--- config.mk ---
export PLATFORM = sky130hd
export DESIGN_NAME = prc_match
export DESIGN_NICKNAME = d
export VERILOG_FILES = /design/src/rtl/prc_pkg.sv /design/src/rtl/prc_match.sv
export SDC_FILE = /design/constraint.sdc
export NUM_CORES = 1
export LEC_CHECK = 0
export BUFFER_PORTS_ARGS = -buffer_cell sky130_fd_sc_hd__buf_2
export CELL_PAD_IN_SITES_DETAIL_PLACEMENT = 0
export CELL_PAD_IN_SITES_GLOBAL_PLACEMENT = 1
export CORE_ASPECT_RATIO = 0.8
export CORE_MARGIN = 5
export CORE_UTILIZATION = 17
export DETAILED_ROUTE_END_ITERATION = 16
export PLACE_DENSITY = 0.95
export SYNTH_ARGS = -nofsm -noshare
export SYNTH_HDL_FRONTEND = slang
export SYNTH_SLANG_ARGS = --single-unit
--- constraint.sdc ---
create_clock -name vclk -period 5.5
set_clock_uncertainty 0.1 [all_clocks]
set_input_delay 1.1 -clock vclk [all_inputs]
set_output_delay 1.1 -clock vclk [all_outputs]
set_load 0.02 [all_outputs]
--- src/rtl/prc_pkg.sv ---
// Package: shared types, codes and helper functions for the rule classifier.
`default_nettype none

package prc_pkg;

    // Item kinds
    localparam logic [1:0] KIND_CLEAR  = 2'd0;
    localparam logic [1:0] KIND_APPEND = 2'd1;
    localparam logic [1:0] KIND_MATCH  = 2'd2;

    // Result status codes
    localparam logic [1:0] ST_OK      = 2'd0;
    localparam logic [1:0] ST_FULL    = 2'd1;
    localparam logic [1:0] ST_INVALID = 2'd2;

    // Protocol codes
    localparam logic [7:0] PROTO_ICMP  = 8'd1;
    localparam logic [7:0] PROTO_TCP   = 8'd6;
    localparam logic [7:0] PROTO_UDP   = 8'd17;
    localparam logic [7:0] PROTO_ANY   = 8'd143;
    localparam logic [7:0] PROTO_OTHER = 8'd255;

    localparam logic [1:0] DIR_ANY = 2'd3;

    localparam logic [1:0] ACK_YES = 2'd2;
    localparam logic [1:0] ACK_ANY = 2'd3;

    localparam logic [9:0] PORT_WILD = 10'd0;
    localparam logic [9:0] PORT_HIGH = 10'd1023;

    localparam logic [5:0] PREFIX_MAX = 6'd32;

    // One input item as taken from the ports
    typedef struct packed {
        logic [1:0]  kind;
        logic [1:0]  direction;
        logic [31:0] src_ip;
        logic [5:0]  src_prefix_len;
        logic [31:0] dst_ip;
        logic [5:0]  dst_prefix_len;
        logic [7:0]  proto;
        logic [15:0] sport;
        logic [15:0] dport;
        logic [1:0]  ack_code;
        logic [7:0]  verdict;
        logic [5:0]  rule_index;
    } t_item;

    // Packet fields used by the match logic
    typedef struct packed {
        logic [1:0]  direction;
        logic [31:0] src_ip;
        logic [31:0] dst_ip;
        logic [7:0]  proto;
        logic [15:0] sport;
        logic [15:0] dport;
        logic [1:0]  ack_code;
    } t_pkt;

    // Stored rule; ports of a valid rule fit in 10 bits
    typedef struct packed {
        logic [1:0]  direction;
        logic [31:0] src_ip;
        logic [31:0] src_mask;
        logic [31:0] dst_ip;
        logic [31:0] dst_mask;
        logic [7:0]  proto;
        logic [9:0]  sport;
        logic [9:0]  dport;
        logic [1:0]  ack_code;
        logic        action;
    } t_rule;

    // Top len bits set; len 0 gives 0, len 32 all ones (shift by 32 yields 0)
    function automatic logic [31:0] len_to_mask(input logic [5:0] len);
        len_to_mask = ~(32'hFFFF_FFFF >> len);
    endfunction

endpackage

`default_nettype wire

--- src/rtl/prc_match.sv ---
// Compare of one packet (direction, five-tuple, TCP ACK) against one stored rule.
`default_nettype none

module prc_match (
    input  var prc_pkg::t_pkt  i_pkt,
    input  var prc_pkg::t_rule i_rule,
    output logic               o_hit
);
    import prc_pkg::*;

    function automatic logic port_hit(input logic [15:0] pkt, input logic [9:0] rule);
        logic res;
        if (rule == PORT_WILD) begin
            res = 1'b1;
        end else if (rule == PORT_HIGH) begin
            res = (pkt >= 16'(PORT_HIGH));
        end else begin
            res = (pkt == 16'(rule));
        end
        return res;
    endfunction

    logic w_dir_ok;
    logic w_src_ok;
    logic w_dst_ok;
    logic w_proto_ok;
    logic w_l4;
    logic w_ports_ok;
    logic w_ack_ok;

    always_comb begin
        w_dir_ok   = (i_rule.direction == DIR_ANY) || (i_rule.direction == i_pkt.direction);
        w_src_ok   = ((i_pkt.src_ip ^ i_rule.src_ip) & i_rule.src_mask) == 32'd0;
        w_dst_ok   = ((i_pkt.dst_ip ^ i_rule.dst_ip) & i_rule.dst_mask) == 32'd0;
        // ANY and OTHER rules take every protocol
        w_proto_ok = !((i_rule.proto == PROTO_ICMP) || (i_rule.proto == PROTO_UDP) ||
                       (i_rule.proto == PROTO_TCP)) || (i_rule.proto == i_pkt.proto);
        w_l4       = (i_pkt.proto == PROTO_UDP) || (i_pkt.proto == PROTO_TCP);
        w_ports_ok = !w_l4 || (port_hit(i_pkt.sport, i_rule.sport) &&
                               port_hit(i_pkt.dport, i_rule.dport));
        if (i_pkt.proto != PROTO_TCP) begin
            w_ack_ok = 1'b1;
        end else if (i_rule.ack_code == ACK_YES) begin
            w_ack_ok = (i_pkt.ack_code == 2'd1);
        end else if (i_rule.ack_code == ACK_ANY) begin
            w_ack_ok = 1'b1;
        end else begin
            w_ack_ok = (i_pkt.ack_code == 2'd0);
        end
        o_hit = w_dir_ok && w_src_ok && w_dst_ok && w_proto_ok && w_ports_ok && w_ack_ok;
    end

endmodule

`default_nettype wire

### Word level (Yosys, flattened, before mapping)

Cells that the tools add are included.

* register bits: 0
* output and inout port bits: 1
* word-level logic and storage cells: 48

* magnitude comparators: 2
* equal/unequal tests: 16
* multiplexer cells: 7
* bitwise operators: 4
* reductions and logical operators: 19

Operator list (count)
* $and A32 B32 Y32: 2
* $logic_not A32 Y1: 2
* $xor A32 B32 Y32: 2
* $eq A16 B10 Y1: 2
* $ge A16 B10 Y1 const B: 2
* $eq A10 B10 Y1 const B: 2
* $logic_not A10 Y1: 2
* $eq A8 B3 Y1 const B: 2
* $eq A8 B5 Y1 const B: 2
* $eq A8 B1 Y1 const B: 1
* $eq A8 B8 Y1: 1
* $ne A8 B3 Y1 const B: 1
* $mux W1: 7
* $eq A2 B2 Y1 const B: 3
* $logic_and A1 B1 Y1: 6
* $logic_or A1 B1 Y1: 6
* $eq A2 B1 Y1 const B: 1
* $eq A2 B2 Y1: 1
* $logic_not A1 Y1: 2
* $logic_not A2 Y1: 1

### Logic depth before layout (Yosys ltp)

* depth after elaboration: 8
* gate-level depth with buffers: 6
* depth with buffers taken out: 6

### Least setup slack after synthesis

Ideal clock, no wire load.

* kind: input to output
* from: input i_pkt[14] (netlist name)
* to: output o_hit
* arrival: 2.462 ns
* data required time: 4.300 ns
* path slack: 1.838 ns
* stages: 6
* buffers on the path: 0
* cell sequence: or4_4 -> nor3_2 -> nand4_1 -> o21a_1 -> a211oi_2 -> o2111a_1

* cells in the longest elaborated chain, start to end: 7
* elaborated cells between the ends (all ways): 8
* classes of those cells: 1 x order compare; 1 x eq/ne; 2 x mux; 4 x reduce/logical

Ends and longest elaborated chain
* start, declared: line prc_match.sv:5 `input var prc_pkg::t_pkt i_pkt,`
* $ge A16 B10 Y1 / $eq A16 B10 Y1 (equally long branches): line prc_match.sv:16, prc_match.sv:18
* $mux W1 (*): line prc_match.sv:15 `end else if (rule == PORT_HIGH) begin`
* $mux W1 (*): line prc_match.sv:13 `if (rule == PORT_WILD) begin`
* $logic_and A1 B1 Y1 (*): line prc_match.sv:39 `w_ports_ok = !w_l4 || (port_hit(i_pkt.sport, i_rule.sport) &&`
* $logic_or A1 B1 Y1 (*): line prc_match.sv:39
* $logic_and A1 B1 Y1 (*) (2 in series): line prc_match.sv:50 `o_hit = w_dir_ok && w_src_ok && w_dst_ok && w_proto_ok && w_ports_ok && w_ack_ok;`
* end, declared: line prc_match.sv:7 `output logic o_hit`

Mark *: on every way between the ends. The rest lies on a longest branch, timed or not.

### Worst setup path in the final report

Same ends and word-level chain as after synthesis.

==> reports/metrics.cfg <==
[logic_synthesis]
synth_top_family_by_area=XOR/XNOR gates
synth_area_leaders=xor2_1, xnor2_1, nand4_1
synthAdderAreaFrac_pct=0
synth-simple-area-share_pct=21.08
yosys.cell_count.top_type=xor2_1
synth.area.mux_share_pct=0
synth-compound-area-share_pct=24.40
ys_types=28
yosysSeqAreaShare_pct=0
synth_area_leader_cell=xor2_1
syn_nets=462
synth_top_area_share_pct=40.08
ys_top_cells_by_count=xor2_1, xnor2_1, nand4_1, a22oi_1
synthXorXnorAreaFrac_pct=54.02
yosys_warnings=0
avgSynthCellArea_um2=7.812
synth_cells=193
synth_area_um2=1508

[route]
ant_nets=0
drt_iter0_drc=73
m1WireLength_um=2969
wl_um=8375
wl_per_cell_um=14.59
vias_per_cell=4.444
firstDrtPassIters=4
vias=2551
dr_wl_met3_um=831
route.detailed.drc=0
top_layer_used=met4
dr_wl_met2_um=4491

[cts]
cts_hold_buf=0
cts_setup_buffers=0
ctsResizeCount=0

[sta]
finalSetupTns_ns=0
rsz0062_at_grt=false
slew_headroom_pct=63.90
setup_viol=0
slew_violations=0
fmax_mhz=249.0
hold_viol=0
whs_ns=2.634
finalCritPeriodShare_pct=73.01
tightest_slew_ns=0.5347
min_period_ns=4.015

[status]
outcome=complete, no violations

[die]
core-area_um2=8558
dieArea_um2=10860
io_pins=270
initial_core_util_pct=17.62
die_x_um=115.3
die_h_um=94.23
row_count=30

[place]
io_buffers=269
hpwlAfterDp_um=7952
routabilityCongestion=0.9431

[worst_hold_path]
hp-class=in -> out

[global_route]
grt_max_degree=4
grt_pass1_vias=2814
grt_first_pass_wirelength_um=12280
overflow=0
grtUsageTotal_pct=13.48
antenna_found_initial=0

[worst_setup_path]
path_class=in -> out
cp.arrival_ns=2.82
cp_max_fo=2
cp-start-kind=primary input
cp-end-kind=output pin
cp.required_ns=4.30

[cells_and_area]
fin_nets=733
multiInputGateArea_um2=1500
fill_cells=918
register_area_um2=0
synthToLayoutAreaGrowth_pct=98.59
design.seq.count=0
nClkBuffers=0
diodes=0
drive_gt1_share_pct=59.31

[pwr]
p_sw_uw=84.05
cellInternalPower_uw=120.3
power.density_nw_per_um2=68.25
pwr-share-clk_pct=0
vdd_drop_max_uv=35.76
pwr-share-seq_pct=0
p_leak_uw=0.001572
combPwrFrac_pct=100.0
swShare_pct=41.13

[run]
maxCapViolations=0

==> cells in the final DEF (no fill, tap or decap), drive strengths merged, types with 3 or more instances in the layout <==
cell type | synthesis | final
a21oi | 5 | 5
nor2 | 5 | 5
nand2 | 7 | 7
xnor2 | 24 | 24
nor3 | 5 | 5
nor4bb | 3 | 3
a22oi | 11 | 11
a22o | 10 | 10
xor2 | 69 | 69
a221oi | 10 | 10
nand4 | 18 | 18
nor4 | 8 | 8
buf | 0 | 269
==> power by group through the flow <==
stage | logic, µW | clock network, µW | registers [µW]
after global placement | 199 | 0 | 0
after detailed placement | 204 | 0 | 0
after floorplan | 76.8 | 0 | 0
final | 204 | 0 | 0
after CTS | 205 | 0 | 0
after global routing | 226 | 0 | 0
==> logic make-up (layout without fill, tap and decap cells) <==
group / count (synthesis) / after routing
buffers and inverters: 2 / 271
AO/OA/AOI/OAI: 46 / 46
AND/OR/NAND/NOR: 52 / 52
XOR/XNOR: 93 / 93
==> final cells by class <==
type | count | share of cell area, %
Multi-Input combinational cell | 191 | 50.10
Inverter | 2 | 0.2507
Tap cell | 112 | 4.680
Timing Repair Buffer | 269 | 44.96
==> through the flow <==
stage          instances  worst slack (ns)  util (%)  power (µW)  cell area (µm²)
6_report             574             1.485     34.99       204.3             2994
5_1_grt              574             1.367     34.99       226.3             2994
4_1_cts              574             1.457     34.99       205.3             2994
3_5_place_dp         574             1.456     34.99       204.2             2994
3_3_place_gp         574             1.494     34.99       198.9             2994
2_1_floorplan        193             1.838         -       76.84             1508
==> critical path, stage by stage <==
cell,delay (ns)
buf_2,0.09
or4_4,0.52
nor3_2,0.19
nand4_1,0.11
o21a_1,0.19
a211oi_2,0.21
o2111a_1,0.23
buf_2,0.16
==> layer usage <==
metal	up-vias	GRT usage [%]
met4	0	1.271
met2	137	27.60
met3	8	2.318
met1	1117	14.66
met5	-	0
li1	1289	-
==> final timing paths <==
| kind | startpoint | endpoint | slack, ns | cells after the start |
|---|---|---|---|---|
| worst max-delay path | i_pkt[14] | o_hit | 1.48 | 8 |
| worst min-delay path | i_rule[39] | o_hit | 2.63 | 6 |
No activity file was read; power rests on OpenSTA's default activity.
