`src/rtl/prc_pkg.sv`:
```
// Package: shared types, codes and helper functions for the rule classifier.
`default_nettype none

package prc_pkg;

    // Item kinds
    localparam logic [1:0] KIND_CLEAR  = 2'd0;
    localparam logic [1:0] KIND_APPEND = 2'd1;
    localparam logic [1:0] KIND_MATCH  = 2'd2;

    // Result status codes
    localparam logic [1:0] ST_OK      = 2'd0;
    localparam logic [1:0] ST_FULL    = 2'd1;
    localparam logic [1:0] ST_INVALID = 2'd2;

    // Protocol codes
    localparam logic [7:0] PROTO_ICMP  = 8'd1;
    localparam logic [7:0] PROTO_TCP   = 8'd6;
    localparam logic [7:0] PROTO_UDP   = 8'd17;
    localparam logic [7:0] PROTO_ANY   = 8'd143;
    localparam logic [7:0] PROTO_OTHER = 8'd255;

    localparam logic [1:0] DIR_ANY = 2'd3;

    localparam logic [1:0] ACK_YES = 2'd2;
    localparam logic [1:0] ACK_ANY = 2'd3;

    localparam logic [9:0] PORT_WILD = 10'd0;
    localparam logic [9:0] PORT_HIGH = 10'd1023;

    localparam logic [5:0] PREFIX_MAX = 6'd32;

    // One input item as taken from the ports
    typedef struct packed {
        logic [1:0]  kind;
        logic [1:0]  direction;
        logic [31:0] src_ip;
        logic [5:0]  src_prefix_len;
        logic [31:0] dst_ip;
        logic [5:0]  dst_prefix_len;
        logic [7:0]  proto;
        logic [15:0] sport;
        logic [15:0] dport;
        logic [1:0]  ack_code;
        logic [7:0]  verdict;
        logic [5:0]  rule_index;
    } t_item;

    // Packet fields used by the match logic
    typedef struct packed {
        logic [1:0]  direction;
        logic [31:0] src_ip;
        logic [31:0] dst_ip;
        logic [7:0]  proto;
        logic [15:0] sport;
        logic [15:0] dport;
        logic [1:0]  ack_code;
    } t_pkt;

    // Stored rule; ports of a valid rule fit in 10 bits
    typedef struct packed {
        logic [1:0]  direction;
        logic [31:0] src_ip;
        logic [31:0] src_mask;
        logic [31:0] dst_ip;
        logic [31:0] dst_mask;
        logic [7:0]  proto;
        logic [9:0]  sport;
        logic [9:0]  dport;
        logic [1:0]  ack_code;
        logic        action;
    } t_rule;

    // Top len bits set; len 0 gives 0, len 32 all ones (shift by 32 yields 0)
    function automatic logic [31:0] len_to_mask(input logic [5:0] len);
        len_to_mask = ~(32'hFFFF_FFFF >> len);
    endfunction

endpackage

`default_nettype wire

```
`src/rtl/prc_check.sv`:
```
// Rule validation and stored-entry builder for append items.
`default_nettype none

module prc_check (
    input  var prc_pkg::t_item i_item,
    output logic               o_rule_ok,
    output prc_pkg::t_rule     o_rule
);
    import prc_pkg::*;

    logic w_len_ok;
    logic w_proto_ok;
    logic w_port_ok;
    logic w_act_ok;

    always_comb begin
        w_len_ok   = (i_item.src_prefix_len <= PREFIX_MAX) &&
                     (i_item.dst_prefix_len <= PREFIX_MAX);
        w_proto_ok = (i_item.proto == PROTO_ANY)  || (i_item.proto == PROTO_OTHER) ||
                     (i_item.proto == PROTO_ICMP) || (i_item.proto == PROTO_UDP)   ||
                     (i_item.proto == PROTO_TCP);
        w_port_ok  = (i_item.sport <= 16'(PORT_HIGH)) &&
                     (i_item.dport <= 16'(PORT_HIGH));
        w_act_ok   = (i_item.verdict <= 8'd1);
        o_rule_ok  = w_len_ok && w_proto_ok && w_port_ok && w_act_ok;

        o_rule.direction = i_item.direction;
        o_rule.src_ip    = i_item.src_ip;
        o_rule.src_mask  = len_to_mask(i_item.src_prefix_len);
        o_rule.dst_ip    = i_item.dst_ip;
        o_rule.dst_mask  = len_to_mask(i_item.dst_prefix_len);
        o_rule.proto     = i_item.proto;
        o_rule.sport     = i_item.sport[9:0];
        o_rule.dport     = i_item.dport[9:0];
        o_rule.ack_code  = i_item.ack_code;
        o_rule.action    = i_item.verdict[0];
    end

endmodule

`default_nettype wire

```
`config.mk`:
```
export PLATFORM = sky130hd
export DESIGN_NAME = prc_check
export DESIGN_NICKNAME = d
export VERILOG_FILES = /design/src/rtl/prc_pkg.sv /design/src/rtl/prc_check.sv
export SDC_FILE = /design/constraint.sdc
export NUM_CORES = 1
export LEC_CHECK = 0
export BUFFER_PORTS_ARGS = -buffer_cell sky130_fd_sc_hd__buf_2
export CAP_MARGIN = 20
export CORE_AREA = 3 3 116 118
export DETAILED_ROUTE_END_ITERATION = 8
export DIE_AREA = 0 0 119 121
export PLACE_DENSITY = 0.54
export SKIP_LAST_GASP = 1
export SLEW_MARGIN = 5
export SYNTH_ARGS = -nofsm -noshare
export SYNTH_HDL_FRONTEND = slang
export SYNTH_SLANG_ARGS = --single-unit
```
`constraint.sdc`:
```
create_clock -name vclk -period 1.7
set_input_delay 0.255 -clock vclk [all_inputs]
set_output_delay 0.255 -clock vclk [all_outputs]
set_load 0.1 [all_outputs]
```
### After elaboration in Yosys (flattened, before gate mapping)

Index checks and enable logic that the tools add are counted.

* flip-flop bits (word level): 0
* input port bits: 136
* output and inout port bits: 162
* word-level logic and storage cells: 23

* order comparisons: 5
* equal/unequal tests: 5
* shifts and indexed selects: 2
* bitwise gates (word level): 2
* reduce and logical (&&, ||, !) cells: 9

Operator list (count)
* $not 32->32: 2
* $shr 32x6->32 const A: 2
* $le 16x10->1 const B: 2
* $eq 8x8->1 const B: 2
* $le 6x6->1 const B: 2
* $eq 8x1->1 const B: 1
* $eq 8x3->1 const B: 1
* $eq 8x5->1 const B: 1
* $le 8x1->1 const B: 1
* $logic_and 1x1->1: 5
* $logic_or 1x1->1: 4

### Depth between registers and ports, before layout

Gate-level depths: netlist of the first run.

* depth after elaboration: 8
* gate-level depth with buffers: 7
* depth with buffers taken out: 6

### Worst setup path before layout of the first run

OpenSTA, ideal clock, no wires.

* path kind: in2out
* start: in i_item[96] in the netlist's numbering
* end: out o_rule[106] in the netlist's numbering
* arrival: 2.811 ns
* required time: 1.445 ns
* path slack: -1.366 ns
* stages: 3
* path buffers: 1
* cells stage by stage: clkbuf_1 -> o21ai_0 -> o21ai_0

RTL lines
* start: declaration: line prc_check.sv:5 `input var prc_pkg::t_item i_item,`
* end: declaration: line prc_check.sv:7 `output prc_pkg::t_rule o_rule`

### Final worst setup path of the first run

* start: in i_item[59] in the netlist's numbering
* end: out o_rule_ok

* word-level cells in the longest chain between the ends: 5

RTL lines
* $le 6x6->1: line prc_check.sv:18 `(i_item.dst_prefix_len <= PREFIX_MAX);`
* $logic_and 1x1->1: line prc_check.sv:17 `w_len_ok = (i_item.src_prefix_len <= PREFIX_MAX) &&`
* $logic_and 1x1->1 (3 in a row): line prc_check.sv:25 `o_rule_ok = w_len_ok && w_proto_ok && w_port_ok && w_act_ok;`
* end: declaration: line prc_check.sv:6 `output logic o_rule_ok,`

No other way between the ends.

==> results of run 1 <==
area by class of cell:
| cell class | count | area share |
|---|---|---|
| inverters | 16 | 0.0320 |
| multi-input cells | 119 | 0.316 |
| well taps | 172 | 0.0798 |
| repair buffers | 147 | 0.572 |
cells in the final DEF, fill, tap and decap left out, drive strengths merged:
master	synthesis	routed
a21o	5	5
a21oi	10	10
a31oi	2	2
buf	101	146
clkbuf	8	1
clkinvlp	0	3
inv	16	13
nand2	42	42
nand3	10	10
nor2	9	9
nor2b	1	1
nor3	2	2
nor4	5	5
o2111ai	2	2
o21ai	19	19
o21bai	3	3
o31ai	1	1
o41ai	1	1
or2	3	3
or3	2	2
or4	2	2
per-layer routing:
metal,GRT usage,vias to the layer above
met5,0,-
met2,0.108,104
met1,0.0738,729
met3,0.0261,32
met4,0.0282,0
li1,-,770
power by group:
group          internal [µW]  total, µW  switching (µW)
sequential                 0          0               0
combinational            420       1370             949
clock                      0          0               0
total                    420       1370             949
repair_timing:
action | CTS | global route
gates cloned | 0 | 0
buffers inserted | 2 | 1
gates resized for setup | 15 | 23
endpoints found under the setup margin | 7 | 15
pin swaps | 4 | 3
worst max path at each step:
| stage | start | to | slack (ns) |
|---|---|---|---|
| 3_5_place_dp | i_item[59] | o_rule_ok | -0.35 |
| 2_1_floorplan | i_item[97] | o_rule[112] | -0.64 |
| 3_3_place_gp | i_item[59] | o_rule_ok | -0.29 |
| 6_report | i_item[59] | o_rule_ok | -0.22 |
| 4_1_cts | i_item[59] | o_rule_ok | -0.24 |
| 5_1_grt | i_item[47] | o_rule_ok | -0.30 |
per-stage QoR:
step / TNS [ns] / utilization / total power [µW] / area [µm²]
2_1_floorplan: -11.99 / - / 1900 / 1750
3_3_place_gp: -0.522 / 0.206 / 1350 / 2590
3_5_place_dp: -0.641 / 0.206 / 1350 / 2590
4_1_cts: -0.236 / 0.210 / 1370 / 2640
5_1_grt: -0.376 / 0.215 / 1420 / 2700
6_report: -0.216 / 0.215 / 1370 / 2700
logic make-up after synthesis:
logic type,share of synthesized area
and+or+nand+nor,0.262
AOI/OAI and AO/OA,0.168
buffers and inverters,0.570
critical path, stage by stage:
cell and delay [ns]:
buf_2 0.11, or4_1 0.57, o21ai_2 0.16, nand2_2 0.09
nor4_4 0.26, buf_12 0.21
==> metrics.md, run 1 <==
| Metric | Value |
|---|---|
| Status | `finished with violations` |
| Violated checks | `setup timing` |
| Share of cells above drive strength 1 | `0.688` |
| Worst setup EP type | `output pin` |
| Top cells by count, synth | `buf_4, nand2_1, o21ai_0` |
| Met1 wire length | `1.93 mm` |
| Vias/cell | `3.60` |
| Req. time, crit path | `1.44 ns` |
| Metal3 WL | `roughly 640 µm` |
| Syn avg cell area | `6.12 µm²` |
| Fmax | `522 MHz` |
| Flip-flop and latch count | `0` |
| RSZ-0062 raised after global routing | `yes` |
| Setup WS pre-CTS | `-0.346 ns` |
| Syn_nets | `380` |
| Fillcell total | `roughly 1400` |
| Die X | `119 µm` |
| FF/Latch Area | `0 µm²` |
| Die extent in y | `121 µm` |
| Synth top area cells | `buf_4, nand2_1, o21ai_0` |
| Routed wl met2 | `2.47 mm` |
| Initial Utilization | `0.119` |
| Worst VDD drop | `247 µV` |
| Die area | `14400 µm²` |
| GR Util All Layers | `0.0650` |
| Fin cells | `454` |
| Placed cells | `451` |
| Hold depth | `0` |
| Final critical-path share of the clock period | `1.13` |
| Core area | `~13000 µm²` |
| Cells after Synth | `244` |
| Gr ovfl total | `0` |
| Post-synth top area cell | `buf_4` |
| Row Count | `41` |
| Final hold vios | `0` |
| Most frequent cell after synthesis | `buf_4` |
| First-pass GRT wire length | `7.89 mm` |
| Top-area cell type share of the netlist area | `0.497` |
| Setup Viol. Count Final | `1` |
| HP Class | `in -> out` |
| Final setup margin | `-0.216 ns` |
| GPL Wtd Cong | `0.770` |
| Largest net degree at the start of global routing | `13` |
| Area used by multi-input combinational logic | `853 µm²` |
| Yosys warning count | `0` |
| Static leakage | `around 0.0012 µW` |
| Avg WL per Cell | `~12 µm` |
| Uppermost layer routed | `met4` |
| Initial antenna violation count | `0` |
| Antenna Cells | `0` |
| Relative slew margins | `0.650` |
| Max FO, Critical Path | `2` |
| DRT Wirelength | `about 5.3 mm` |
| Arr. time, crit path | `~1.7 ns` |
| Sequential fraction of the synthesis area | `0` |
| Detailed Routing Iterations Pass 1 | `6` |
| Count of cell types in the netlist | `30` |
| Layout clock buffers | `0` |
| Min cycle time layout | `1.92 ns` |
| # port buffers | `between 100 and 150` |
| Vias in the first global route | `1533` |
| Mapped cell area | `1490 µm²` |
| IO Count | `298` |
| Power per Cell Area | `approximately 500 nW/µm²` |
| Max Slew Vio Count | `0` |
| Layout area overhead | `80.5%` |
| Max Cap Viol | `0` |
| Hpwl dp | `4.74 mm` |
| Drt drc | `0` |
| Slew @ Worst Pin | `about 0.53 ns` |
| Critical Path Source Type | `input pin` |
| Hold EP | `o_rule[20]` |
| Post-cts hold buffer count | `0` |
| Post-route ant nets | `0` |
| Hold_sp | `i_item[39]` |
| Drt first-iter violations | `62` |
| Via count | `1635` |
| Final net count | `420` |
| Hold_ws | `0.510 ns` |
| CP Class | `in -> out` |
No activity file was read; power rests on OpenSTA's default activity.
==> inputs of run 2 (changes only) <==
--- a/config.mk
+++ b/config.mk
@@ -10,6 +10,7 @@
 export CORE_AREA = 3 3 116 118
 export DETAILED_ROUTE_END_ITERATION = 8
 export DIE_AREA = 0 0 119 121
+export MAX_ROUTING_LAYER = met4
 export PLACE_DENSITY = 0.54
 export SKIP_LAST_GASP = 1
 export SLEW_MARGIN = 5
==> metrics.md, run 2 (synthesis gave the netlist of run 1 again) <==
| Metric | Value |
|---|---|
| Status | `finished with violations` |
| Violated checks | `setup timing` |
| Layout area overhead | `80.5%` |
| Final critical-path share of the clock period | `1.13` |
| Power per Cell Area | `508 nW/µm²` |
| Layout clock buffers | `0` |
| CP Class | `in -> out` |
| Hold_sp | `i_item[39]` |
| Final Util | `0.215` |
| Relative slew margins | `0.650` |
| Initial Utilization | `0.119` |
| Hpwl dp | `4.74 mm` |
| First-pass GRT wire length | `7.89 mm` |
| GR Util All Layers | `0.0668` |
| Initial antenna violation count | `0` |
| Final setup margin | `-0.216 ns` |
| Setup Viol. Count Final | `1` |
| # port buffers | `about 110` |
| Commonest non-fill, non-tap cells in the layout | `buf_2, buf_12, buf_4, nand2_1, inv_1` |
| Commonest non-fill, non-tap cell in the layout | `buf_2` |
| Worst setup EP type | `output pin` |
| Avg WL per Cell | `11.7 µm` |
| Largest net degree at the start of global routing | `13` |
| DRT Wirelength | `5.29 mm` |
| Clock Power Share | `0` |
| Antenna Cells | `0` |
| Req. time, crit path | `about 1.4 ns` |
| Sw power | `949 µW` |
| Fmax | `522 MHz` |
| Critical Path Source Type | `input pin` |
| Drt first-iter violations | `59` |
| Fraction of power spent switching nets | `0.694` |
| Drt drc | `0` |
| Max Cap Viol | `0` |
| FF/Latch Area | `0 µm²` |
| Worst VDD drop | `247 µV` |
| Via count | `around 1600` |
| Static leakage | `0.00122 µW` |
| Gate power share | `1.000` |
| HP Class | `in -> out` |
| Setup WS pre-CTS | `-0.346 ns` |
| Min cycle time layout | `about 1.9 ns` |
| Hold depth | `0` |
| Max Slew Vio Count | `0` |
| Gr ovfl total | `0` |
| Vias in the first global route | `1534` |
| RSZ-0062 raised after global routing | `yes` |
| Flip-flop and latch count | `0` |
| Arr. time, crit path | `1.66 ns` |
| Die X | `119 µm` |
| Vias/cell | `around 3.6` |
| Int Pwr | `420 µW` |
| Share of cells above drive strength 1 | `0.688` |
| Final net count | `420` |
| Setup_tns | `-0.216 ns` |
| Max FO, Critical Path | `2` |
| Reg power frac | `0` |
| Die extent in y | `121 µm` |
| IO Count | `slightly below 300` |
| Core area | `12600 µm²` |
| Tot Pwr | `roughly 1400 µW` |
| Row Count | `approximately 40` |
| GPL Wtd Cong | `0.780` |
| Post-route ant nets | `0` |
| Slew @ Worst Pin | `0.529 ns` |
| Final hold vios | `0` |
| Die area | `14400 µm²` |
| Detailed Routing Iterations Pass 1 | `5` |
| Hold EP | `o_rule[20]` |
## run 2: layer usage
| layer | global-route usage | vias to the layer above | wire length [µm] |
|---|---|---|---|
| li1 | - | 770 | - |
| met1 | 0.0749 | 732 | 1940 |
| met2 | 0.108 | 104 | 2490 |
| met3 | 0.0242 | 32 | 634 |
| met4 | 0.0282 | 0 | 227 |
| met5 | - | - | 0 |
## run 2: final cells by class
type,instances,area [µm²]
Fill cell,1423,9870
Inverter,16,86.3
Multi-Input combinational cell,119,853
Tap cell,172,215
Timing Repair Buffer,147,1540
## run 2: worst max path at each step
stage / depth (start not counted) / start / slack, ns / end
after floorplan: 3 / i_item[97] / -0.64 / o_rule[112]
after global placement: 6 / i_item[59] / -0.29 / o_rule_ok
after detailed placement: 6 / i_item[59] / -0.35 / o_rule_ok
after CTS: 6 / i_item[59] / -0.24 / o_rule_ok
after global routing: 6 / i_item[47] / -0.30 / o_rule_ok
final: 6 / i_item[59] / -0.22 / o_rule_ok
## run 2: what timing repair did
action / CTS / global route
pin swaps: 4 / 3
gates resized for setup: 15 / 23
endpoints found under the setup margin: 7 / 15
buffers inserted: 2 / 1
hold buffers: 0 / 0
## run 2: metrics by stage
stage | hold slack (ns) | cell area, µm² | std cells
final | 0.510 | 2700 | 454
after global routing | 0.510 | 2700 | 454
after CTS | 0.511 | 2640 | 453
after detailed placement | 0.511 | 2590 | 451
after global placement | 0.511 | 2590 | 451
after floorplan | 0.678 | 1750 | 244
## run 2: worst max-delay path: stages
cell and delay [ns]:
buf_2 0.11, or4_1 0.57, o21ai_2 0.16, nand2_2 0.09
nor4_4 0.26, buf_12 0.21
## run 2: power by group through the flow
stage | Combinational, µW | Clock (µW) | Sequential (µW)
6_report | 1370 | 0 | 0
5_1_grt | 1420 | 0 | 0
4_1_cts | 1370 | 0 | 0
3_5_place_dp | 1350 | 0 | 0
3_3_place_gp | 1350 | 0 | 0
2_1_floorplan | 1900 | 0 | 0
